## src/design/cln_pkg.sv

```systemverilog
// Shared types, widths and constants of the conductance LIF neuron.
package cln_pkg;

	// Membrane potential and parameter widths (Q8.8 millivolts).
	localparam int POTENTIAL_WIDTH = 16;
	localparam int REG_W           = 16;
	localparam int REG_IDX_W       = 3;

	// Activity history window.
	localparam int HISTORY_DEPTH = 512;
	localparam int HIST_AW       = $clog2(HISTORY_DEPTH);
	localparam int CNT_W         = $clog2(HISTORY_DEPTH + 1);
	localparam int WIN_W         = 10;

	// Synapse accumulators saturate at 2^SUM_W - 1.
	localparam int              SUM_W   = 24;
	localparam logic [SUM_W-1:0] SUM_MAX = {SUM_W{1'b1}};

	// Tick queue between the front and the back.
	localparam int QUEUE_DEPTH = 2;
	localparam int Q_AW        = $clog2(QUEUE_DEPTH);
	localparam int Q_CNT_W     = $clog2(QUEUE_DEPTH + 1);

	// Update datapath widths.
	localparam int DIFF_W    = POTENTIAL_WIDTH + 1;
	localparam int PROD_W    = SUM_W + 1 + DIFF_W;
	localparam int LEAK_M_W  = DIFF_W + 9;
	localparam int LEAK_SHIFT = LEAK_M_W;
	localparam logic [LEAK_SHIFT-1:0] LEAK_RECIP =
		LEAK_SHIFT'(((64'd1 << LEAK_SHIFT) + 64'd4) / 64'd5);
	localparam int NET_W       = PROD_W + 2;
	localparam int NET_LO_W    = NET_W / 2;
	localparam int NET_HI_W    = NET_W - NET_LO_W;
	localparam int RATE_W      = 16;
	localparam int FULL_W      = RATE_W + NET_W + 1;
	localparam int SCALE_SHIFT = 28;
	localparam int DELTA_W     = FULL_W - SCALE_SHIFT;
	localparam int VSUM_W      = DELTA_W + 1;
	localparam int REST_W      = 18;

	// Reset values of the configuration registers.
	localparam logic signed [REG_W-1:0] RESTING_RESET   = -16'sd17920;
	localparam logic signed [REG_W-1:0] THRESHOLD_RESET = -16'sd12800;
	localparam logic signed [REG_W-1:0] EXC_REV_RESET   = 16'sd0;
	localparam logic signed [REG_W-1:0] INH_REV_RESET   = -16'sd19200;
	localparam logic [REG_W-1:0]        RATE_RESET      = 16'd6554;
	localparam logic [REG_W-1:0]        DEPOL_RESET     = 16'd1;
	localparam logic [REG_W-1:0]        POL_RESET       = 16'd1;
	localparam logic [REG_W-1:0]        REFR_RESET      = 16'd2;

	typedef enum logic [REG_IDX_W-1:0] {
		REG_RESTING   = 3'd0,
		REG_THRESHOLD = 3'd1,
		REG_EXC_REV   = 3'd2,
		REG_INH_REV   = 3'd3,
		REG_RATE      = 3'd4,
		REG_DEPOL     = 3'd5,
		REG_POL       = 3'd6,
		REG_REFR      = 3'd7
	} reg_index_t;

	typedef struct packed {
		logic signed [REG_W-1:0] resting;
		logic signed [REG_W-1:0] threshold;
		logic signed [REG_W-1:0] exc_rev;
		logic signed [REG_W-1:0] inh_rev;
		logic [REG_W-1:0]        rate;
		logic [REG_W-1:0]        depol;
		logic [REG_W-1:0]        pol;
		logic [REG_W-1:0]        refr;
	} cfg_t;

	typedef struct packed {
		logic [SUM_W-1:0] excite;
		logic [SUM_W-1:0] inhibit;
	} tick_sums_t;

	typedef struct packed {
		logic                               activity_out;
		logic                               spike_fired;
		logic signed [POTENTIAL_WIDTH-1:0]  membrane_out;
		logic                               resting_flag;
		logic [WIN_W-1:0]                   window_ones;
		logic [WIN_W-1:0]                   window_fill;
	} result_t;

	typedef enum logic [2:0] {
		BK_IDLE,
		BK_REST,
		BK_MUL,
		BK_NET,
		BK_SCALE,
		BK_ACC,
		BK_FIN
	} back_state_t;

endpackage

```

## src/design/cln_ifs.sv

```systemverilog
// Channel interfaces: synapse beats in, neuron update results out.
interface cln_syn_if;
	logic                    valid;
	logic                    ready;
	logic                    pre_active;
	logic signed [15:0]      syn_weight;
	logic                    tick_end;

	modport source (output valid, pre_active, syn_weight, tick_end, input ready);
	modport sink (input valid, pre_active, syn_weight, tick_end, output ready);
endinterface


```

## src/design/cln_front.sv

```systemverilog
// Front end: accepts synapse beats and accumulates the per-tick excitatory and inhibitory sums.
module cln_front (
	input  logic                clk,
	input  logic                arst_n,
	cln_syn_if.sink             synapse,
	output logic                push_valid,
	input  logic                push_ready,
	output cln_pkg::tick_sums_t push_data
);

	logic [cln_pkg::SUM_W-1:0] excite_q;
	logic [cln_pkg::SUM_W-1:0] inhibit_q;
	logic                      take;
	logic                      pos;
	logic [15:0]               mag;
	logic [15:0]               ex_add;
	logic [15:0]               in_add;
	logic [cln_pkg::SUM_W:0]   ex_sum;
	logic [cln_pkg::SUM_W:0]   in_sum;
	logic [cln_pkg::SUM_W-1:0] ex_next;
	logic [cln_pkg::SUM_W-1:0] in_next;

	// A beat is only taken when the queue could hold a finished tick.
	assign synapse.ready = push_ready;
	assign take          = synapse.valid && synapse.ready;

	always_comb begin
		pos    = synapse.syn_weight > 16'sd0;
		// Two's complement negation gives the right magnitude even for the most negative weight.
		mag    = pos ? synapse.syn_weight : 16'(~synapse.syn_weight + 16'd1);
		ex_add = (synapse.pre_active && pos) ? mag : 16'd0;
		in_add = (synapse.pre_active && !pos) ? mag : 16'd0;
		ex_sum = {1'b0, excite_q} + (cln_pkg::SUM_W + 1)'(ex_add);
		in_sum = {1'b0, inhibit_q} + (cln_pkg::SUM_W + 1)'(in_add);
		ex_next = ex_sum[cln_pkg::SUM_W] ? cln_pkg::SUM_MAX : ex_sum[cln_pkg::SUM_W-1:0];
		in_next = in_sum[cln_pkg::SUM_W] ? cln_pkg::SUM_MAX : in_sum[cln_pkg::SUM_W-1:0];
	end

	assign push_valid        = take && synapse.tick_end;
	assign push_data.excite  = ex_next;
	assign push_data.inhibit = in_next;

	always_ff @(posedge clk or negedge arst_n) begin
		if (!arst_n) begin
			excite_q  <= '0;
			inhibit_q <= '0;
		end else if (take) begin
			if (synapse.tick_end) begin
				excite_q  <= '0;
				inhibit_q <= '0;
			end else begin
				excite_q  <= ex_next;
				inhibit_q <= in_next;
			end
		end
	end

endmodule

```

## src/flat_wrapper.sv

```systemverilog
// flat-port wrapper written by rule: the top's interface ports become plain ports
module cln_front_flat 
  (clk, arst_n, push_valid, push_ready, push_data, synapse_valid, synapse_pre_active, synapse_syn_weight, synapse_tick_end, synapse_ready);
  cln_syn_if synapse_i ();
  input  logic clk;
  input  logic arst_n;
  output logic push_valid;
  input  logic push_ready;
  output cln_pkg::tick_sums_t push_data;
  input wire logic [$bits(synapse_i.valid)-1:0] synapse_valid;
  input wire logic [$bits(synapse_i.pre_active)-1:0] synapse_pre_active;
  input wire logic [$bits(synapse_i.syn_weight)-1:0] synapse_syn_weight;
  input wire logic [$bits(synapse_i.tick_end)-1:0] synapse_tick_end;
  output wire logic [$bits(synapse_i.ready)-1:0] synapse_ready;
  assign synapse_i.valid = synapse_valid;
  assign synapse_i.pre_active = synapse_pre_active;
  assign synapse_i.syn_weight = synapse_syn_weight;
  assign synapse_i.tick_end = synapse_tick_end;
  assign synapse_ready = synapse_i.ready;
  cln_front u_core (.clk(clk), .arst_n(arst_n), .synapse(synapse_i), .push_valid(push_valid), .push_ready(push_ready), .push_data(push_data));
endmodule
```

## config.mk

```make
export PLATFORM = sky130hd
export DESIGN_NAME = cln_front_flat
export DESIGN_NICKNAME = d
export VERILOG_FILES = /design/src/design/cln_pkg.sv /design/src/design/cln_ifs.sv /design/src/design/cln_front.sv /design/src/flat_wrapper.sv
export SDC_FILE = /design/constraint.sdc
export NUM_CORES = 1
export LEC_CHECK = 0
export ABC_AREA = 1
export BUFFER_PORTS_ARGS = -buffer_cell sky130_fd_sc_hd__buf_4
export CORE_ASPECT_RATIO = 0.8
export CORE_MARGIN = 2
export CORE_UTILIZATION = 65
export DETAILED_ROUTE_END_ITERATION = 8
export PLACE_DENSITY = 0.84
export REMOVE_ABC_BUFFERS = 1
export SYNTH_ARGS = -nofsm -noshare
export SYNTH_HDL_FRONTEND = slang
export SYNTH_SLANG_ARGS = --single-unit
```

## constraint.sdc

```tcl
create_clock -name clk -period 5.6 [get_ports clk]
set_clock_uncertainty 0.1 [all_clocks]
set_input_delay 0.28 -clock clk [delete_from_list [all_inputs] [get_ports clk]]
set_output_delay 0.28 -clock clk [all_outputs]
set_load 0.01 [all_outputs]
```

## Word level (Yosys, flattened, before mapping)

Cells that the tools add are included.

- Flip-flop bits (word level): 48
- Latch bits: 0
- Memory bits (writable): 0
- ROM bits: 0
- Input port bits: 22
- Output and inout port bits: 50
- Word-level logic and storage cells: 19
- Memories: 0

- Add/subtract/negate cells: 3
- $mul: 0
- Div/mod/pow operators: 0
- $lt $le $gt $ge: 1
- Eq/ne operators: 0
- Shift operators: 0
- Muxes and demuxes: 7
- Bitwise gates (word level): 1
- Reductions and logical operators: 5

Operator list:

| kind | number |
|---|---|
| $mux 24 | 4 |
| $add 24x16->25 | 2 |
| $mux 16 | 3 |
| $add 16x1->16 const B | 1 |
| $gt 16x1->1 const B | 1 |
| $not 16->16 | 1 |
| $logic_and 1x1->1 | 4 |
| $logic_not 1->1 | 1 |

## Logic depth before layout (Yosys ltp)

Gate-level depths: netlist of run 1.

- Word-level depth: 7
- Mapped depth: 24
- Depth with buffers taken out: 24

## Worst setup path before layout of run 1

Ideal clock, no wire load.

- Path kind: input -> output
- From: in synapse_syn_weight[0]
- To: out push_data[35] (netlist bit)
- Arrival: 2.738 ns
- Data required time: 5.220 ns
- Setup slack: 2.482 ns
- Cell stages on the path: 20
- Buffers on the path: 1
- Cell sequence: inv_1 ha_1 nand3_2 nor3_2 nand2_1 nor2_2 nand2_1 nand3_1 nor2_1 ha_1 fa_1 nand2_1 nand2_1 nand3_1 nand2_1 nand2_1 nand2_2 nand2_2 buf_6 nand3_2

RTL lines:

| element | line | RTL |
|---|---|---|
| from (decl) | flat_wrapper.sv:12 | `input wire logic [$bits(synapse_i.syn_weight)-1:0] synapse_syn_weight;` |
| to (decl) | flat_wrapper.sv:9 | `output cln_pkg::tick_sums_t push_data;` |

==> results of run 1 <==
==> kinds of logic (layout without fill, tap and decap cells) <==
logic type | Yosys count | count (layout)
compound gates | 35 | 35
xor+xnor | 25 | 25
fa+ha+maj | 35 | 35
buf+inv | 184 | 250
flops | 48 | 48
other cells | 1 | 1
simple gates | 633 | 633
==> through the flow <==
stage / power, mW / util (%)
2_1_floorplan: 0.630 / -
3_3_place_gp: 0.768 / 73.0
3_5_place_dp: 0.774 / 73.0
4_1_cts: 1.00 / 74.3
5_1_grt: 1.07 / 74.3
6_report: 1.00 / 74.3
==> repair_timing <==
action	4_1_cts	5_1_grt
endpoints found under the setup margin	0	0
setup buffers	0	0
hold endpoints to repair	48	0
hold buffers	1	0
==> critical path, cell delays in order <==
cell	delay, ns
buf_4	0.11
inv_1	0.10
ha_1	0.21
nand3_2	0.10
nor3_2	0.22
nand2_1	0.11
nor2_2	0.13
nand2_1	0.08
nand3_1	0.39
nor2_1	0.09
ha_1	0.25
fa_1	0.42
nand2_1	0.11
nand2_1	0.09
nand3_1	0.09
nand2_1	0.10
nand2_1	0.09
nand2_2	0.09
nand2_2	0.46
o21ai_0	0.24
buf_4	0.20
==> cells in the final DEF (no fill, tap or decap), types with 3 or more instances in the layout <==
cell / instances
a21oi_1: 16
and2_1: 3
buf_4: 72
clkbuf_8: 6
dfrtp_1: 48
ha_1: 33
inv_1: 165
inv_2: 3
nand2_1: 399
nand2_2: 9
nand3_1: 57
nand3_2: 23
nand4_1: 11
nor2_1: 104
nor2_2: 4
nor3_1: 10
o21ai_0: 8
o21ai_1: 4
or2_1: 4
xor2_1: 25
==> path summary, 6_finish.rpt <==
| check | endpoint | slack (ns) | cells after the start |
|---|---|---|---|
| worst max-delay path | push_data[26] | 1.25 | 21 |
| worst min-delay path | u_core.excite_q[22]$_DFFE_PN0P_ | 0.31 | 4 |
| worst max register to register | u_core.excite_q[2]$_DFFE_PN0P_ | 2.88 | 12 |
| worst min register to register | u_core.excite_q[15]$_DFFE_PN0P_ | 0.39 | 2 |
| max in group asynchronous | u_core.inhibit_q[9]$_DFFE_PN0P_ | 4.50 | 2 |
| min in group asynchronous | u_core.excite_q[23]$_DFFE_PN0P_ | 0.43 | 2 |
==> power by group <==
part | leakage [nW] | switching [mW] | total [mW] | internal (mW)
combinational | 3.25 | 0.222 | 0.375 | 0.154
sequential | 0.657 | 0.0212 | 0.396 | 0.374
clock | 0.0510 | 0.133 | 0.232 | 0.0991
total | 3.95 | 0.376 | 1.00 | 0.627
==> cell type report <==
class,count,share of cell area [%]
multi-input combinational,729,57.8
sequential,48,19.3
inverter,169,10.2
timing repair buffer,73,8.86
tap,112,2.25
clock buffer,6,1.33
clock inverter,2,0.161
==> routing by layer <==
layer	global-route usage, %	share of wire, %
met5	0	0
met4	7.20	1.3
met3	4.81	8.4
met2	47.0	39
met1	51.3	52
==> flip-flops by register name (all words and copies together), names as in the netlist <==
register	count
u_core.excite_q	24
u_core.inhibit_q	24
==> impl_results.md, run 1 <==
- Status: completed
- Leakage: just under 4 nW
- Number of buffers created by CTS: 5
- First-pass GRT wire length: between 20 and 25 mm
- Synthesized instance count: a little under 1000
- Compound-cell area share of the yosys netlist: roughly 3.5%
- Fraction of registers with async set/reset: 100%
- Normalized max-slew margin: 31.7%
- Post-synth EDFFs: 0
- Pre-antenna DRT Iters: 5
- Remaining antenna violation count after routing: 0
- Synth area leaders: nand2_1 27%, dfrtp_1 22%, inv_1 11%, ha_1 7.5%, nor2_1 7.1%
- Vias per cell: between 5 and 6
- XOR/XNOR Fraction of Synth Area: a little under 4%
- Routed via count: 5861
- Worst slew pin tran: between 1 and 1.5 ns
- Hold_sp: synapse_tick_end
- ANT cells: 0
- Placed cell count: 1130
- CP Class: in -> out
- Die height: ~86 um
- Final Setup Violations: 0
- CTS tree: done
- Design area: approximately 6200 um2
- Count leader, synth: nand2_1
- Fin cells: approximately 1100
- Max Buffers Root-to-Sink: 2
- Largest net degree at the start of global routing: 50
- Num ports: a little over 70
- Vias in the first global route: approximately 5200
- Mux contribution to synthesized area: 0%
- All-Layer GR Usage: between 30% and 40%
- Syn. warnings: 0
- Critical Path RT: 5.22 ns
- Tmin final: between 4 and 5 ns
- Mapped cell area: 5520 um2
- Reg-to-Reg Start: u_core.excite_q[0]$_DFFE_PN0P_
- Hold Path Class: in -> reg
- Tcrit/Tclk final: around 78%
- RePlAce Congestion: just under 1
- Final WL: 14.8 mm
- Synth-to-layout area growth: 12.6%
- Synthesized flop and latch total: 48
- Die Area: a little over 9000 um2
- Skew-Pair Late Insertion Delay: roughly 0.32 ns
- Worst Setup End Kind: output pin
- Initial antenna violation count: 0
- WL/cell: between 10 and 15 um
- Startpoint types: primary input
- Initial drt markers: 479
- Net count, final: roughly 1100
- Max frequency: 230 MHz
- Hold_ws: just over 0.3 ns
- Detailed placement HPWL: around 12 mm
- Top cells by count, synth: 399 x nand2_1, 165 x inv_1, 105 x nor2_1
- Most used DFF post-synth: dfrtp_1
- Root buf cell: clkbuf_8
- Setup TNS: 0 ns
- Initial Utilization: between 60% and 70%
- Sequential element share of the synthesized area: between 20% and 30%
- Largest family of logic cells by synthesized area: simple AND/OR/NAND/NOR gates
- Pre-CTS setup slack: approximately 1.3 ns
- Core region area: 8370 um2
- Register area: 1200 um2
- PortBufs: between 70 and 80
- Final hold violation count: 0
- Setup crit start: synapse_syn_weight[0]
- Max-slew violations: 0
- CTS sink count: 48
- CP arrival: roughly 4.0 ns
- Chip width: ~110 um
- Syn avg cell area: 5.75 um2
- Setup slack after layout: 1.25 ns
- FP Rows: 30
- Share of layout cells above drive strength 1: around an eighth
- Layout fillers: roughly 740
- Most area-hungry cell type in the Yosys netlist: nand2_1
- Gr ovfl total: 0
- Peak supply drop: ~0.12 mV
- Post-Synth Simple-Gate Area: 49.2%
- Area share of the largest cell type after synthesis: 27.1%
- Crit path max fanout: 23
- Synth cell types: 35
- Max_cap viols: 0
- Multi-input combinational cell area: roughly 3600 um2
- Post_cts resized: 0
- Power per cell area: 161 nW/um2
- RSZ-0062 raised after global routing: no
- Placed Instance Area: just over 6000 um2
- H-Tree Depth: 2
- Post-synthesis adder-cell area fraction: approximately 8.2%
- Drt drc: 0
- CTS clk-pin slew, worst paths: 0.10 ns
(Power assumes the default switching activity.)
==> run 2, diff against run 1 <==
- ABC_AREA: 1 -> 0
- CORE_UTILIZATION: 65 -> 58
- PLACE_DENSITY: 0.84 -> 0.77
- clock period: 5.6 -> 4.1 ns (I/O delays scaled with it)
==> impl_results.md, run 2 <==
- Die height: 83.6 um (-3.3%)
- Mux contribution to synthesized area: 1.25% (+1.3 points)
- Top cells by count, synth: 57 x nand2_1, 48 x dfrtp_1, 47 x nor2_1
- Normalized max-slew margin: 17.3% (-14 points)
- Share of layout cells above drive strength 1: 27.7% (+15 points)
- Pre-antenna DRT Iters: 5 (unchanged)
- Hold Path Class: in -> reg
- Core region area: 7530 um2 (-10%)
- Max-slew violations: 0 (unchanged)
- Top cell by count, worst path: buf_4
- Synth area leaders: dfrtp_1 26%, ha_1 9.0%, a22o_1 5.1%, nand2_1 4.7%, a21oi_1 4.6%
- FP Rows: 28 (-6.7%)
- All-Layer GR Usage: 30.3% (-2.4 points)
- Vias in the first global route: 4469 (-13%)
- Max_cap viols: 0 (unchanged)
- Placed cell count: 758 (-33%)
- H-Tree Depth: 2 (unchanged)
- CP arrival: 3.80 ns (-0.17 ns)
- Failing checks: negative setup slack
- CTS clk-pin slew, worst paths: 0.10 ns (about the same)
- Num ports: 72 (unchanged)
- Setup slack after layout: -0.00725 ns (-1.26 ns)
- Synth cell types: 70 (+100%)
- First-pass GRT wire length: 21.4 mm (-12%)
- Tmin final: between 4 and 5 ns
- RR Endpoint: u_core.inhibit_q[20]$_DFFE_PN0P_
- Number of buffers created by CTS: 5 (unchanged)
- Syn. warnings: 0 (unchanged)
- Fin cells: 779 (-32%)
- Max Buffers Root-to-Sink: 2 (unchanged)
- Leakage: 2.96 nW (-25%)
- Worst-path cell chain: buf_4 > or4_4 > nor4_4 > o21ai_1 > buf_4 > buf_6 > nor3_4 > ha_4 > o211ai_1 > o21ai_2 > a221o_1 > a31o_4 > a31oi_4 > nor2_4 > mux2_4 > buf_4
- Hold_sp: synapse_tick_end
- CTS sink count: 48 (unchanged)
- Root buf cell: clkbuf_8
- Net count, final: 730 (-33%)
- Remaining antenna violation count after routing: 0 (unchanged)
- GRT Max-Usage Layer: met2
- Gr ovfl total: 0 (unchanged)
- Fraction of registers with async set/reset: 100% (unchanged)
- Max frequency: between 200 and 250 MHz
- Initial antenna violation count: 0 (unchanged)
- R2R depth: 10 (-2)
- Worst Hold End: u_core.inhibit_q[15]$_DFFE_PN0P_
- Vias per cell: 6.35 (+23%)
- Synthesized instance count: 567 (-41%)
- Synthesized flop and latch total: 48 (unchanged)
- CTS tree: done
- Power per cell area: 258 nW/um2 (+60%)
- Syn avg cell area: 8.10 um2 (+41%)
- Final hold violation count: 0 (unchanged)
- Critical-path top delay cell: or4_4
- Placed Instance Area: 5480 um2 (-10%)
- Most common cell after layout, fill and taps aside: buf_4
- Initial Utilization: 61.0% (-5.0 points)
- ANT cells: 0 (unchanged)
- Reg-to-Reg Start: u_core.inhibit_q[0]$_DFFE_PN0P_
- Final Power: 1.52 mW (+51%)
- Detailed placement HPWL: 9.61 mm (-17%)
- Initial drt markers: 391 (-18%)
- Count leader, synth: nand2_1
- Met1 Resource Use GR: 43.0% (-8.3 points)
- Most area-hungry cell type in the Yosys netlist: dfrtp_1
- Largest net degree at the start of global routing: 49 (-2.0%)
- Met3 usage: 3.60% (-1.2 points)
- Pre-CTS setup slack: -0.119 ns (-1.39 ns)
- Worst path top cell family by delay: compound AO/OA/AOI/OAI gates
- Biggest regs: u_core.excite_q: 24 flops, u_core.inhibit_q: 24 flops
- Startpoint types: primary input
- Final WL: 13.9 mm (-6.1%)
- Worst Setup End Kind: output pin
- Worst slew pin tran: 1.24 ns (+0.216 ns)
- Worst Hold Depth: 2 (-2)
- WL/cell: 17.8 um (+37%)
- Routed via count: 4948 (-16%)
- Peak supply drop: 0.161 mV (+36%)
- Sequential element share of the synthesized area: 26.2% (+4.4 points)
- Skew-Pair Late Insertion Delay: 0.31 ns (about the same)
- GR Layer Usage met2: 49.2% (+2.2 points)
- Drt drc: 0 (unchanged)
- Post-Synth Simple-Gate Area: 22.1% (-27 points)
- RSZ-0062 raised after global routing: yes
- Largest family of logic cells by synthesized area: compound AO/OA/AOI/OAI gates
- Synth-to-layout area growth: 27.8%
- Commonest cells after routing, fill and taps aside: 127 x buf_4, 56 x nand2_1, 48 x dfrtp_1, 43 x nor2_1, 36 x a21oi_1
- Mapped cell area: 4590 um2 (-17%)
- Final Setup Violations: 1 (+1)
- Design area: 5870 um2 (-5.6%)
- Die Area: 8650 um2 (-6.5%)
- Compound-cell area share of the yosys netlist: 27.8% (+24 points)
- Post-synth EDFFs: 0 (unchanged)
- Crit path max fanout: 5 (-78%)
- RePlAce Congestion: 0.914 (-4.9%)
- Crit path buffers/inverters: 4 (+1)
- Post-synthesis adder-cell area fraction: 9.86% (+1.7 points)
- XOR/XNOR Fraction of Synth Area: 7.82% (+3.9 points)
- Critical Path RT: 3.80 ns (-1.42 ns)
- Tcrit/Tclk final: 100%
- CP peak stage delay: 0.55 ns (+0.09 ns)
- CP Class: in -> out
- Most used DFF post-synth: dfrtp_1
- PortBufs: 71 (unchanged)
- Status: finished, violations left
- Chip width: 103 um (-3.3%)
- Area share of the largest cell type after synthesis: 26.2% (-0.97 points)
- Flop2flop setup slack: 1.20 ns (-1.68 ns)
==> run 2: final cells by class <==
class                           count  area [um2]
Tap cell                          105         131
Clock inverter                      2        10.0
Timing Repair Buffer              131        1010
Sequential cell                    48        1200
Inverter                           19        71.3
Fill cell                         554        1660
Clock buffer                        6        82.6
Multi-Input combinational cell    468        3370
==> run 2: how the worst max path moves through the flow <==
stage / startpoint / end / cells after the start
floorplan: synapse_syn_weight[0] / u_core.excite_q[4]$_DFFE_PN0P_ / 15
global placement: synapse_syn_weight[6] / push_data[16] / 16
detailed placement: synapse_syn_weight[6] / push_data[16] / 16
CTS: synapse_syn_weight[6] / push_data[22] / 17
global route: synapse_syn_weight[0] / push_data[17] / 20
finish: synapse_syn_weight[11] / push_data[20] / 16
==> run 2: report_power, final <==
group,leakage (nW),internal [mW],switching [mW]
Sequential,0.652,0.515,0.0347
Clock,0.0510,0.135,0.179
Combinational,2.26,0.300,0.352
==> run 2: timing repair <==
item                       CTS  global route
pin swaps                    1            18
resized for setup            2            42
hold buffers                 1             0
hold endpoints to repair    48             0
cloned                       1             0
setup endpoints to repair   10            37
setup buffers                1            10
==> run 2: kinds of logic after synthesis <==
kind of cell / count (synthesis)
AO/OA/AOI/OAI: 182
AND/OR/NAND/NOR: 203
buffers and inverters: 52
multiplexers: 5
XOR/XNOR: 41
adder cells (fa/ha/maj): 35
other: 1
flip-flops: 48
==> run 2: through the flow <==
| stage | TNS (ns) | hold slack, ns | util [%] |
|---|---|---|---|
| after CTS | -0.00834 | 0.0709 | 74.5 |
| after global routing | -1.75 | 0.0926 | 77.9 |
| after detailed placement | -0.405 | 0.174 | 72.7 |
| final | -0.00725 | 0.0795 | 77.9 |
| after global placement | 0 | 0.166 | 72.7 |
| after floorplan | -1.09 | -0.191 | - |
==> run 2: layer usage <==
metal	vias up	wire, um
met3	19	1090
met5	-	0
met1	2361	5970
li1	2327	-
met4	0	162
met2	241	6660
