===== src/design/cln_pkg.sv =====
// Shared types, widths and constants of the conductance LIF neuron.
package cln_pkg;

	// Membrane potential and parameter widths (Q8.8 millivolts).
	localparam int POTENTIAL_WIDTH = 16;
	localparam int REG_W           = 16;
	localparam int REG_IDX_W       = 3;

	// Activity history window.
	localparam int HISTORY_DEPTH = 512;
	localparam int HIST_AW       = $clog2(HISTORY_DEPTH);
	localparam int CNT_W         = $clog2(HISTORY_DEPTH + 1);
	localparam int WIN_W         = 10;

	// Synapse accumulators saturate at 2^SUM_W - 1.
	localparam int              SUM_W   = 24;
	localparam logic [SUM_W-1:0] SUM_MAX = {SUM_W{1'b1}};

	// Tick queue between the front and the back.
	localparam int QUEUE_DEPTH = 2;
	localparam int Q_AW        = $clog2(QUEUE_DEPTH);
	localparam int Q_CNT_W     = $clog2(QUEUE_DEPTH + 1);

	// Update datapath widths.
	localparam int DIFF_W    = POTENTIAL_WIDTH + 1;
	localparam int PROD_W    = SUM_W + 1 + DIFF_W;
	localparam int LEAK_M_W  = DIFF_W + 9;
	localparam int LEAK_SHIFT = LEAK_M_W;
	localparam logic [LEAK_SHIFT-1:0] LEAK_RECIP =
		LEAK_SHIFT'(((64'd1 << LEAK_SHIFT) + 64'd4) / 64'd5);
	localparam int NET_W       = PROD_W + 2;
	localparam int NET_LO_W    = NET_W / 2;
	localparam int NET_HI_W    = NET_W - NET_LO_W;
	localparam int RATE_W      = 16;
	localparam int FULL_W      = RATE_W + NET_W + 1;
	localparam int SCALE_SHIFT = 28;
	localparam int DELTA_W     = FULL_W - SCALE_SHIFT;
	localparam int VSUM_W      = DELTA_W + 1;
	localparam int REST_W      = 18;

	// Reset values of the configuration registers.
	localparam logic signed [REG_W-1:0] RESTING_RESET   = -16'sd17920;
	localparam logic signed [REG_W-1:0] THRESHOLD_RESET = -16'sd12800;
	localparam logic signed [REG_W-1:0] EXC_REV_RESET   = 16'sd0;
	localparam logic signed [REG_W-1:0] INH_REV_RESET   = -16'sd19200;
	localparam logic [REG_W-1:0]        RATE_RESET      = 16'd6554;
	localparam logic [REG_W-1:0]        DEPOL_RESET     = 16'd1;
	localparam logic [REG_W-1:0]        POL_RESET       = 16'd1;
	localparam logic [REG_W-1:0]        REFR_RESET      = 16'd2;

	typedef enum logic [REG_IDX_W-1:0] {
		REG_RESTING   = 3'd0,
		REG_THRESHOLD = 3'd1,
		REG_EXC_REV   = 3'd2,
		REG_INH_REV   = 3'd3,
		REG_RATE      = 3'd4,
		REG_DEPOL     = 3'd5,
		REG_POL       = 3'd6,
		REG_REFR      = 3'd7
	} reg_index_t;

	typedef struct packed {
		logic signed [REG_W-1:0] resting;
		logic signed [REG_W-1:0] threshold;
		logic signed [REG_W-1:0] exc_rev;
		logic signed [REG_W-1:0] inh_rev;
		logic [REG_W-1:0]        rate;
		logic [REG_W-1:0]        depol;
		logic [REG_W-1:0]        pol;
		logic [REG_W-1:0]        refr;
	} cfg_t;

	typedef struct packed {
		logic [SUM_W-1:0] excite;
		logic [SUM_W-1:0] inhibit;
	} tick_sums_t;

	typedef struct packed {
		logic                               activity_out;
		logic                               spike_fired;
		logic signed [POTENTIAL_WIDTH-1:0]  membrane_out;
		logic                               resting_flag;
		logic [WIN_W-1:0]                   window_ones;
		logic [WIN_W-1:0]                   window_fill;
	} result_t;

	typedef enum logic [2:0] {
		BK_IDLE,
		BK_REST,
		BK_MUL,
		BK_NET,
		BK_SCALE,
		BK_ACC,
		BK_FIN
	} back_state_t;

endpackage


===== src/design/cln_queue.sv =====
// Short queue of finished tick sums between the front and the back.
module cln_queue (
	input  logic                clk,
	input  logic                arst_n,
	input  logic                push_valid,
	output logic                push_ready,
	input  cln_pkg::tick_sums_t push_data,
	output logic                pop_valid,
	input  logic                pop_ready,
	output cln_pkg::tick_sums_t pop_data
);

	cln_pkg::tick_sums_t         entry_q [cln_pkg::QUEUE_DEPTH];
	logic [cln_pkg::Q_AW-1:0]    wr_ptr_q;
	logic [cln_pkg::Q_AW-1:0]    rd_ptr_q;
	logic [cln_pkg::Q_CNT_W-1:0] count_q;
	logic                        do_push;
	logic                        do_pop;

	assign push_ready = count_q != cln_pkg::Q_CNT_W'(cln_pkg::QUEUE_DEPTH);
	assign pop_valid  = count_q != '0;
	assign pop_data   = entry_q[rd_ptr_q];
	assign do_push    = push_valid && push_ready;
	assign do_pop     = pop_valid && pop_ready;

	always_ff @(posedge clk or negedge arst_n) begin
		if (!arst_n) begin
			wr_ptr_q <= '0;
			rd_ptr_q <= '0;
			count_q  <= '0;
		end else begin
			if (do_push) begin
				wr_ptr_q <= (wr_ptr_q == cln_pkg::Q_AW'(cln_pkg::QUEUE_DEPTH - 1)) ?
					'0 : wr_ptr_q + 1'b1;
			end
			if (do_pop) begin
				rd_ptr_q <= (rd_ptr_q == cln_pkg::Q_AW'(cln_pkg::QUEUE_DEPTH - 1)) ?
					'0 : rd_ptr_q + 1'b1;
			end
			if (do_push && !do_pop) begin
				count_q <= count_q + 1'b1;
			end else if (do_pop && !do_push) begin
				count_q <= count_q - 1'b1;
			end
		end
	end

	always_ff @(posedge clk) begin
		if (do_push) begin
			entry_q[wr_ptr_q] <= push_data;
		end
	end

endmodule


===== config.mk =====
export PLATFORM = sky130hd
export DESIGN_NAME = cln_queue
export DESIGN_NICKNAME = d
export VERILOG_FILES = /design/src/design/cln_pkg.sv /design/src/design/cln_queue.sv
export SDC_FILE = /design/constraint.sdc
export NUM_CORES = 1
export LEC_CHECK = 0
export BUFFER_PORTS_ARGS = -buffer_cell sky130_fd_sc_hd__buf_2
export CAP_MARGIN = 30
export CORE_MARGIN = 2
export CORE_UTILIZATION = 46
export CTS_BUF_LIST = sky130_fd_sc_hd__clkbuf_16
export CTS_CLUSTER_SIZE = 8
export DETAILED_ROUTE_END_ITERATION = 10
export PLACE_DENSITY_LB_ADDON = 0.12
export SETUP_SLACK_MARGIN = 0.05
export SYNTH_ARGS = -nofsm -noshare
export SYNTH_HDL_FRONTEND = slang
export SYNTH_SLANG_ARGS = --single-unit

===== constraint.sdc =====
create_clock -name clk -period 3.2 [get_ports clk]
set_input_delay 0.32 -clock clk [delete_from_list [all_inputs] [get_ports clk]]
set_output_delay 0.32 -clock clk [all_outputs]
set_load 0.01 [all_outputs]

* Yosys cells after proc, flatten, opt, wreduce, memory -nomap -nowiden
Memory sizes are Yosys's and may differ from the RTL's. Index checks and enable logic that the tools add are counted.
Storage, ports and cells: memories 1, output and inout port bits 50, memory bits (writable) 96, word-level logic and storage cells 23, flip-flop bits (word level) 4
Cells by class: equality and inequality tests 1, muxes and demuxes 6, $add $sub $neg 4, reduce and logical (&&, ||, !) cells 8
Memories:
- entry_q | words 2, width 48, rd ports 1, clocked after memory_dff 0, wr ports 1, line cln_queue.sv:13 | cln_pkg::tick_sums_t entry_q [cln_pkg::QUEUE_DEPTH];
Operators by type and width (number):
- 1-bit logical AND | 4
- 1-bit two-way mux | 4
- 2-bit two-way mux | 2
- 2-bit nonzero test | 2
- 1-bit adder (second input constant) | 2
- 2-bit by 1-bit adder with 2-bit output (second input constant) | 1
- 1-bit zero test | 2
- 2-bit inequality test (second input constant) | 1
- 2-bit by 1-bit subtractor with 2-bit output (second input constant) | 1

* Longest topological paths before layout
Gate-level depths: netlist of the first run.
depth after elaboration 6, mapped depth 7

* Worst setup path after synthesis of the first run
No wires, ideal clock.
kind register to register, start point register count_q[0] (netlist bit), end point memory entry_q[0][0] (netlist bit) (enable), clock period less this slack 3.169 ns, arrival 2.715 ns, library setup time 0.454 ns, setup slack 0.031 ns, data required time 2.746 ns, path buffers 0, cell stages (with the launch flop) 4, path through dfrtp_1 > nand2b_1 > nand2_1 > nor2_1
Between the ends: word-level cells in the longest chain between the ends 4
RTL lines:
- start: declaration | line cln_queue.sv:16 | logic [cln_pkg::Q_CNT_W-1:0] count_q;
- start signal: assignment | line cln_queue.sv:41 | count_q <= count_q + 1'b1;
- start signal: assignment | line cln_queue.sv:43 | count_q <= count_q - 1'b1;
- 2-bit inequality test | line cln_queue.sv:20 | assign push_ready = count_q != cln_pkg::Q_CNT_W'(cln_pkg::QUEUE_DEPTH);
- net push_ready | line cln_queue.sv:6 | output logic push_ready,
- 1-bit logical AND | line cln_queue.sv:23 | assign do_push = push_valid && push_ready;
- 1-bit two-way mux | line cln_queue.sv:49 | if (do_push) begin
- 1-bit two-way mux (implied by the code) | line cln_queue.sv:50 | entry_q[wr_ptr_q] <= push_data;
- end: declaration | line cln_queue.sv:13
The timed path passes the listed nets, and every way through them passes these cells.

==> impl_results.md, run 1 <==
* Multi-input logic area at 677 um^2
* Worst setup SP type: flip-flop
* Min Tclk post-route at 2.24 ns
* Final GP Congestion at around 0.7
* Placeable Area at 0.00777 mm^2
* Layout cell share with drive strength beyond 1 at just over 60%
* P_sw at 0.00117 W
* Std cell rows at 32
* Synth Net Count at 220
* Max-slew headroom at 54.8%
* Clock Tree Buf Depth at 2
* #FFs+latches synth at 100
* RSZ-0062 raised after global routing: no
* PD cells at around 900 mW/mm^2
* Vias at around 1800
* Largest net degree at the start of global routing at 29
* Root buf cell: clkbuf_16
* WL per Instance at 15.4 um
* Arrival @ worst endpoint at 1.92 ns
* Clk sinks at 100
* Hold EP: entry_q[0][40]
* DRC at 0
* Min-Delay Path Class: in -> reg
* Top-count cell post-synth: edfxtp_1
* Ys async rst share at 4.00%
* # diodes at 0
* Initial Util at 47.7%
* Post-synth EDFFs at 96
* Die Ht at 93.7 um
* CP max FO at 21
* Reg2reg setup slack at 1.31 ns
* FF-to-FF path depth at 3
* Initial drt markers at 67
* Post-layout util at 59.5%
* Netlist cell types at 16
* Io pins at 102
* Final hold slack at between 0.15 and 0.2 ns
* Antenna-violating nets left at 0
* Full die area at 0.00879 mm^2
* Worst path required time at 2.88 ns
* Routed vias/inst at around 4.7
* IO buf count at 101
* Part of the power in registers at 47.0%
* Final WS setup at 0.963 ns
* Tcrit/Tclk final at a little over two thirds
* Global-route wire length before repair at approximately 9100 um
* Syn. warnings at 0
* Sequential fraction of the synthesis area at 80.5%
* Wirelength, routed at 5990 um
* Reg2reg end: entry_q[1][35]
* Clk_skew at 0.00469 ns
* Area Growth Syn to Fin at 24.8%
* Vias in the first global route at 1829
* Worst-path clk slew at 0.06 ns
* CTS buffer count at 9
* Status: finished clean
* Synth top cells by count: edfxtp_1 (96), mux2_2 (38), mux2_4 (10), dfrtp_1 (4)
* Cell leakage power at 1.79 nW
* Share of the synthesized area in the top cell type at just under 80%
* Syn avg cell area at approximately 22 um^2
* Final Max Tran Viols at 0
* Primary FF master, synth: edfxtp_1
* Mapped Cells at 167
* Pre-CTS setup slack at 1.28 ns
* CTS tree: built
* Combinational Power Share at 29.9%
* VDD IR max at 0.411 mV
* R2r startpoint: count_q[0]
* Max stage delay on crit path at roughly 0.72 ns
* DP HPWL at 4070 um
* Crit-path slowest cell: dfrtp_2
* Post-route setup TNS at 0 ns
* Synthesized cell area at 0.00370 mm^2
* Grt ovf at 0
* Largest cells by area after synthesis: edfxtp_1 (78%), mux2_2 (12%), mux2_4 (4.1%), dfrtp_1 (2.7%), xnor2_1 (0.71%)
* Kind of critical path: reg -> out
* Tot GR Track Use at 14.2%
* Nets at ~330
* Clk Latency, worst-skew pair at 0.32 ns
* Sw Ratio at 28.6%
* Hold Path Depth at 1
* Final Hold Viols at 0
* Slew at the pin closest to its max-slew limit at 0.679 ns
* Critical Path Sink Type: primary output
* Filler Cell Count at 616
* Critical path cell sequence: buf_4, mux2_2, buf_2
* Setup violators final at 0
* First drt pass iteration count at 3
* Htree depth at 3
* Initial antenna violation count at 0
* PnR Total Power at 0.00410 W
* Power share of the clock group at 23.1%
* Hold_sp: push_data[40]
* Die W at approximately 94 um
* Power Internal at 0.00293 W
* Area leader, netlist: edfxtp_1
* Fmax at 447 MHz
* Max_cap viols at 0
* Post-CTS Setup Inserts at 0
* Reg area at 0.00298 mm^2
[cells in the final DEF, fill, tap and decap left out, drive strengths merged]
cell and count:
buf 107, edfxtp 96, mux2 48, clkbuf 9, clkinv 5, dfrtp 4
xnor2 3, inv 3, nand2 2, xor2 2, nor2 2, nand2b 1
or2 1, and3 1, ha 1, dlygate4sd3 1
[critical path, delay by kind of cell (launching register included)]
family | cells | cell delay (ns)
flops | 1 | 0.72
buf+inv | 2 | 0.50
mux | 1 | 0.37
[sequential cells by signal, indices dropped and copies added (netlist names)]
| register | cells |
|---|---|
| count_q | 2 |
| wr_ptr_q | 1 |
| rd_ptr_q | 1 |
| entry_q | 96 |
[power by group through the flow]
stage / sequential (W) / combinational, W / clock, W
finish: 0.00193 / 0.00123 / 0.000948
global route: 0.00196 / 0.00134 / 0.00103
CTS: 0.00194 / 0.00125 / 0.000976
detailed placement: 0.00196 / 0.00125 / 0
global placement: 0.00195 / 0.00125 / 0
floorplan: 0.00189 / 0.000882 / 0
[area by class of cell]
cell class	instances	area share, %
clock inverter	7	0.947
inverter	1	0.0812
tap	102	2.76
clock buffer	9	4.87
timing repair buffer	108	12.1
multi-input combinational	61	14.6
sequential	100	64.6
[how the worst max path moves through the flow]
stage	startpoint	end	slack, ns	cells after the start
6_report	rd_ptr_q	pop_data[42]	0.96	3
3_3_place_gp	rd_ptr_q	pop_data[42]	1.30	3
5_1_grt	rd_ptr_q	pop_data[42]	0.86	3
3_5_place_dp	rd_ptr_q	pop_data[46]	1.28	3
2_1_floorplan	count_q[0]	entry_q[0][0]	0.83	3
4_1_cts	rd_ptr_q	pop_data[46]	0.93	3
[repair_timing]
item | CTS | global route
endpoints found under the hold margin | 4 | 0
resized for setup | 0 | 0
hold buffers | 1 | 0
[metal layers]
layer  wire (um)  part of all wire [%]  track usage [%]
met1        2580                    43             17.7
met2        3040                    51             23.1
met3         304                   5.1             3.53
met4          67                   1.1             6.88
met5           0                     0                0
[logic make-up (layout without fill, tap and decap cells)]
logic type | Yosys count | after routing | share of synthesized area [%]
XOR/XNOR | 5 | 5 | 1.18
adder cells (fa/ha/maj) | 1 | 1 | 0.338
buffers and inverters | 6 | 125 | 1.42
flip-flops | 100 | 100 | 80.5
multiplexers | 48 | 48 | 15.6
AND/OR/NAND/NOR | 7 | 7 | 0.913
[per-stage QoR]
stage | cells | cell area (um^2)
floorplan | 167 | 3710
global placement | 371 | 4340
detailed placement | 371 | 4340
CTS | 388 | 4620
global route | 388 | 4620
finish | 388 | 4620
No activity file was read; power rests on OpenSTA's default activity.
==> run 2, diff against run 1 <==
Clock period 3.2 ns to 2.03 ns, I/O delays scaled along.
==> run 2 against run 1 <==
Effect of this change:
- non-clock buffer count did not move
- wire length rose by 1.0%
- worst setup slack got worse by 0.70 ns
- critical endpoint is now pop_data[25]
- power rose by 64%
- count of clock-buffer cells in the layout did not move
- clock skew rose by 0.00084 ns
- global-route usage fell by 0.28 points
- hold slack got worse by 0.12 ns
- combinational power rose by 65%
- via count rose by 1.8%
- final cell count did not move
==> impl_results.md, run 2 (synthesized netlist as in run 1, its figures left out) <==
* Vias at 1853
* Slew at the pin closest to its max-slew limit at 0.373 ns
* Wirelength, routed at 6060 um
* Largest net degree at the start of global routing at 27
* Antenna-violating nets left at 0
* Largest register FFs at 96
* Initial drt markers at 73
* Vias in the first global route at 1775
* Critical path cell sequence: buf_4, mux2_2, buf_2
* CP max FO at 25
* Htree depth at 3
* Fmax at 567 MHz
* Final Hold Viols at 0
* Hold_sp: push_data[20]
* Status: finished clean
* Setup violators final at 0
* Root buf cell: clkbuf_16
* DRC at 0
* Die W at 93.7 um
* Registers with the most flip-flops: entry_q: 96 flops, count_q: 2 flops
* Max-slew headroom at 75.1%
* Nets at 334
* Pre-CTS setup slack at between 0.5 and 0.6 ns
* Die Ht at 93.7 um
* # diodes at 0
* Final Max Tran Viols at 0
* Cells resized by post-CTS repair at 0
* Buf+Inv Stages, Crit Path at 2
* Placeable Area at 0.00777 mm^2
* M1 GR Usage at approximately 18%
* Tcrit/Tclk final at 86.9%
* Met3 usage at 3.85%
* Most frequent cells in the layout: buf_2 (101), edfxtp_1 (96), mux2_2 (38)
* Most common cell after layout, fill and taps aside: buf_2
* Routed vias/inst at 4.78
* Post-route setup TNS at 0 ns
* Most Used Layer, Global Route: met2
* VDD IR max at roughly 0.84 mV
* Io pins at around 100
* Area Growth Syn to Fin at 26.0%
* Hold Path Depth at 1
* Cell leakage power at 1.80 nW
* Max stage delay on crit path at 0.39 ns
* DP HPWL at between 3000 and 4000 um
* R2r startpoint: count_q[0]
* Tot GR Track Use at 13.9%
* Clk_skew at 0.00553 ns
* CTS buffer count at 9
* WL per Instance at 15.6 um
* Clk Latency, worst-skew pair at 0.33 ns
* First drt pass iteration count at 4
* Kind of critical path: reg -> out
* Final GP Congestion at 0.737
* Met2 Use GR at 21.8%
* Final WS setup at ~0.27 ns
* Clk sinks at 100
* Full die area at 0.00879 mm^2
* Grt ovf at 0
* Std cell rows at 32
* Initial antenna violation count at 0
* Critical Path Sink Type: primary output
* Global-route wire length before repair at 8980 um
* Layout cell share with drive strength beyond 1 at 60.5%
* IO buf count at 101
* CP Launch Point: rd_ptr_q
* Worst path required time at 1.83 ns
* Post-Layout Cell Count at 388
* Crit-path slowest cell: mux2_2
* CTS tree: built
* Min Tclk post-route at 1.76 ns
* Clock Tree Buf Depth at 2
* Max_cap viols at 0
* Worst-path clk slew at 0.06 ns
* Min-Delay Path Class: in -> reg
* Top reg by flops: entry_q
* Initial Util at 47.7%
* RSZ-0062 raised after global routing: no
* PD cells at 1440 mW/mm^2
* Critical path depth at 3
* Worst setup SP type: flip-flop
* Dpl cells at 371
* FF-to-FF path depth at 7
* Arrival @ worst endpoint at 1.56 ns
* CP top delay family: buffers and inverters
run 2: where the power goes:
| part | switching, W | leakage (nW) | internal, W | total, W |
|---|---|---|---|---|
| Combinational | 0.00106 | 0.712 | 0.000968 | 0.00203 |
| Clock | 0.000695 | 0.155 | 0.00108 | 0.00177 |
| Sequential | 0.000119 | 0.937 | 0.00283 | 0.00294 |
run 2: path summary, 6_finish.rpt:
path,slack (ns),to
min,0.06,entry_q[0][20]
max in group asynchronous,1.69,rd_ptr_q
min in group asynchronous,0.21,count_q[0]
min reg2reg,0.51,count_q[1]
max,0.27,pop_data[25]
max reg2reg,0.50,count_q[1]
run 2: layer usage:
layer / routed length (um) / vias to the layer above
met5: 0 / -
met4: 80 / 0
met3: 378 / 9
met2: 3030 / 62
met1: 2570 / 898
li1: - / 884
run 2: layout make-up:
class                           count  area [um^2]
Tap cell                          102          128
Multi-Input combinational cell     61          677
Fill cell                         608         3100
Timing Repair Buffer              108          561
Clock buffer                        9          225
Clock inverter                      7         90.1
Sequential cell                   100         2980
Inverter                            1         3.75
run 2: metrics by stage:
step	total power [W]	utilization (%)	hold WS (ns)	cell area (um^2)
6_report	0.00674	60.1	0.0604	4670
5_1_grt	0.00709	60.1	0.0447	4670
4_1_cts	0.00684	60.1	0.0474	4670
3_5_place_dp	0.00507	55.9	0.0175	4340
3_3_place_gp	0.00505	55.9	0.0155	4340
2_1_floorplan	0.00436	-	-0.0926	3710
run 2: what timing repair did:
item / CTS / global route
buffers inserted: 0 / 0
hold buffers: 1 / 0
hold endpoints to repair: 4 / 0
==> run 3, diff against run 2 <==
Settings changed: CORE_MARGIN 2 to unset.
==> run 3 against run 2 <==
Effect of this change:
- maximum frequency fell by 3.7%
- count of clock-buffer cells in the layout unchanged
- final area is the same
- hold slack got worse by 0.0043 ns
- power shrank 2.4%
- sequential share of layout area is the same
==> impl_results.md, run 3 (synthesized netlist as in run 1, its figures left out) <==
* Status: finished clean
* Clk_skew at 0.00516 ns
* Wirelength, routed at 5910 um
* Final Max Tran Viols at 0
* Initial antenna violation count at 0
* Root buf cell: clkbuf_16
* Htree depth at 3
* Worst path required time at between 1.5 and 2 ns
* Setup violators final at 0
* Full die area at 0.00841 mm^2
* Kind of critical path: reg -> out
* Min-Delay Path Class: in -> reg
* Routed vias/inst at just under 5
* Die W at 91.7 um
* VDD IR max at 0.841 mV
* Clk Latency, worst-skew pair at 0.33 ns
* Design Area, Final at 0.00467 mm^2
* Std cell rows at 32
* # diodes at 0
* Worst setup SP type: flip-flop
* Global-route wire length before repair at 9050 um
* Initial Util at around 48%
* CTS tree: built
* Io pins at 102
* Clock Tree Buf Depth at 2
* Slew at the pin closest to its max-slew limit at 0.405 ns
* Layout cell share with drive strength beyond 1 at about three fifths
* Min Tclk post-route at 1.83 ns
* Nets at 334
* Area Growth Syn to Fin at 26.0%
* Most common cell after layout, fill and taps aside: buf_2
* Placed Area at around 0.0044 mm^2
* Initial drt markers at 49
* Final GP Congestion at 0.696
* Max-slew headroom at 73.0%
* Cell leakage power at 1.79 nW
* PD cells at 1410 mW/mm^2
* Fmax at 546 MHz
* Final hold slack at between 0.05 and 0.06 ns
* DP HPWL at approximately 4000 um
* Placeable Area at just under 0.008 mm^2
* DRC at 0
* CTS buffer count at 9
* Critical Path Sink Type: primary output
* Grt ovf at 0
* Largest net degree at the start of global routing at 32
* Final Hold Viols at 0
* First drt pass iteration count at 4
* CTS hold repair buffers at 1
* Top reg by flops: entry_q
* PnR Total Power at 0.00658 W
* Tot GR Track Use at 14.9%
* Largest register FFs at 96
* Post-route setup TNS at 0 ns
* Die Ht at 91.7 um
* IO buf count at 101
* WL per Instance at 15.2 um
* Vias in the first global route at 1811
* Arrival @ worst endpoint at approximately 1.6 ns
* Tcrit/Tclk final at approximately nine tenths
* Antenna-violating nets left at 0
* Max_cap viols at 0
* Vias at around 1900
* Worst-path clk slew at around 0.07 ns
* Post-CTS Setup Inserts at 0
* Clk sinks at 100
* Cells resized by post-CTS repair at 0
* CP max FO at 24
* Most frequent cells in the layout: buf_2 (101), edfxtp_1 (96), mux2_2 (38)
* Registers with the most flip-flops: entry_q: 96 flops, count_q: 2 flops
* RSZ-0062 raised after global routing: no
[run 3: path summary, 6_finish.rpt]
path / startpoint / cells after the start / end / slack, ns
min: push_data[39] / 1 / entry_q[1][39] / 0.06
max reg2reg: count_q[0] / 6 / count_q[1] / 0.47
min reg2reg: count_q[1] / 1 / count_q[1] / 0.51
min in group asynchronous: arst_n / 2 / wr_ptr_q / 0.21
max: rd_ptr_q / 3 / pop_data[39] / 0.20
max in group asynchronous: arst_n / 2 / rd_ptr_q / 1.69
[run 3: power breakdown]
| part | internal, W | switching [W] | total [W] |
|---|---|---|---|
| sequential | 0.00282 | 0.000167 | 0.00299 |
| combinational | 0.00103 | 0.00102 | 0.00205 |
| clock | 0.000834 | 0.000707 | 0.00154 |
| total | 0.00469 | 0.00189 | 0.00658 |
[run 3: through the flow]
stage / utilization, % / instances / worst slack, ns
6_report: 60.1 / 388 / 0.198
4_1_cts: 60.1 / 388 / 0.158
3_3_place_gp: 56.4 / 371 / 0.509
2_1_floorplan: - / 167 / 0.175
5_1_grt: 60.1 / 388 / 0.108
3_5_place_dp: 56.4 / 371 / 0.468
[run 3: layer usage]
metal,track usage [%],part of all wire [%],vias up
li1,-,-,883
met1,18.7,43,938
met2,23.1,48,60
met3,6.05,6.5,9
met4,6.38,1.9,0
met5,0,0,-
[run 3: area by class of cell]
class	instances	area, um^2
Clock buffer	9	225
Fill cell	596	3100
Inverter	1	3.75
Tap cell	102	128
Multi-Input combinational cell	61	677
Clock inverter	7	52.6
Timing Repair Buffer	108	598
Sequential cell	100	2980
[run 3: critical path: stages, from the launching register on]
cell     delay, ns
dfrtp_2       0.55
buf_12        0.24
mux2_2        0.35
buf_2         0.14
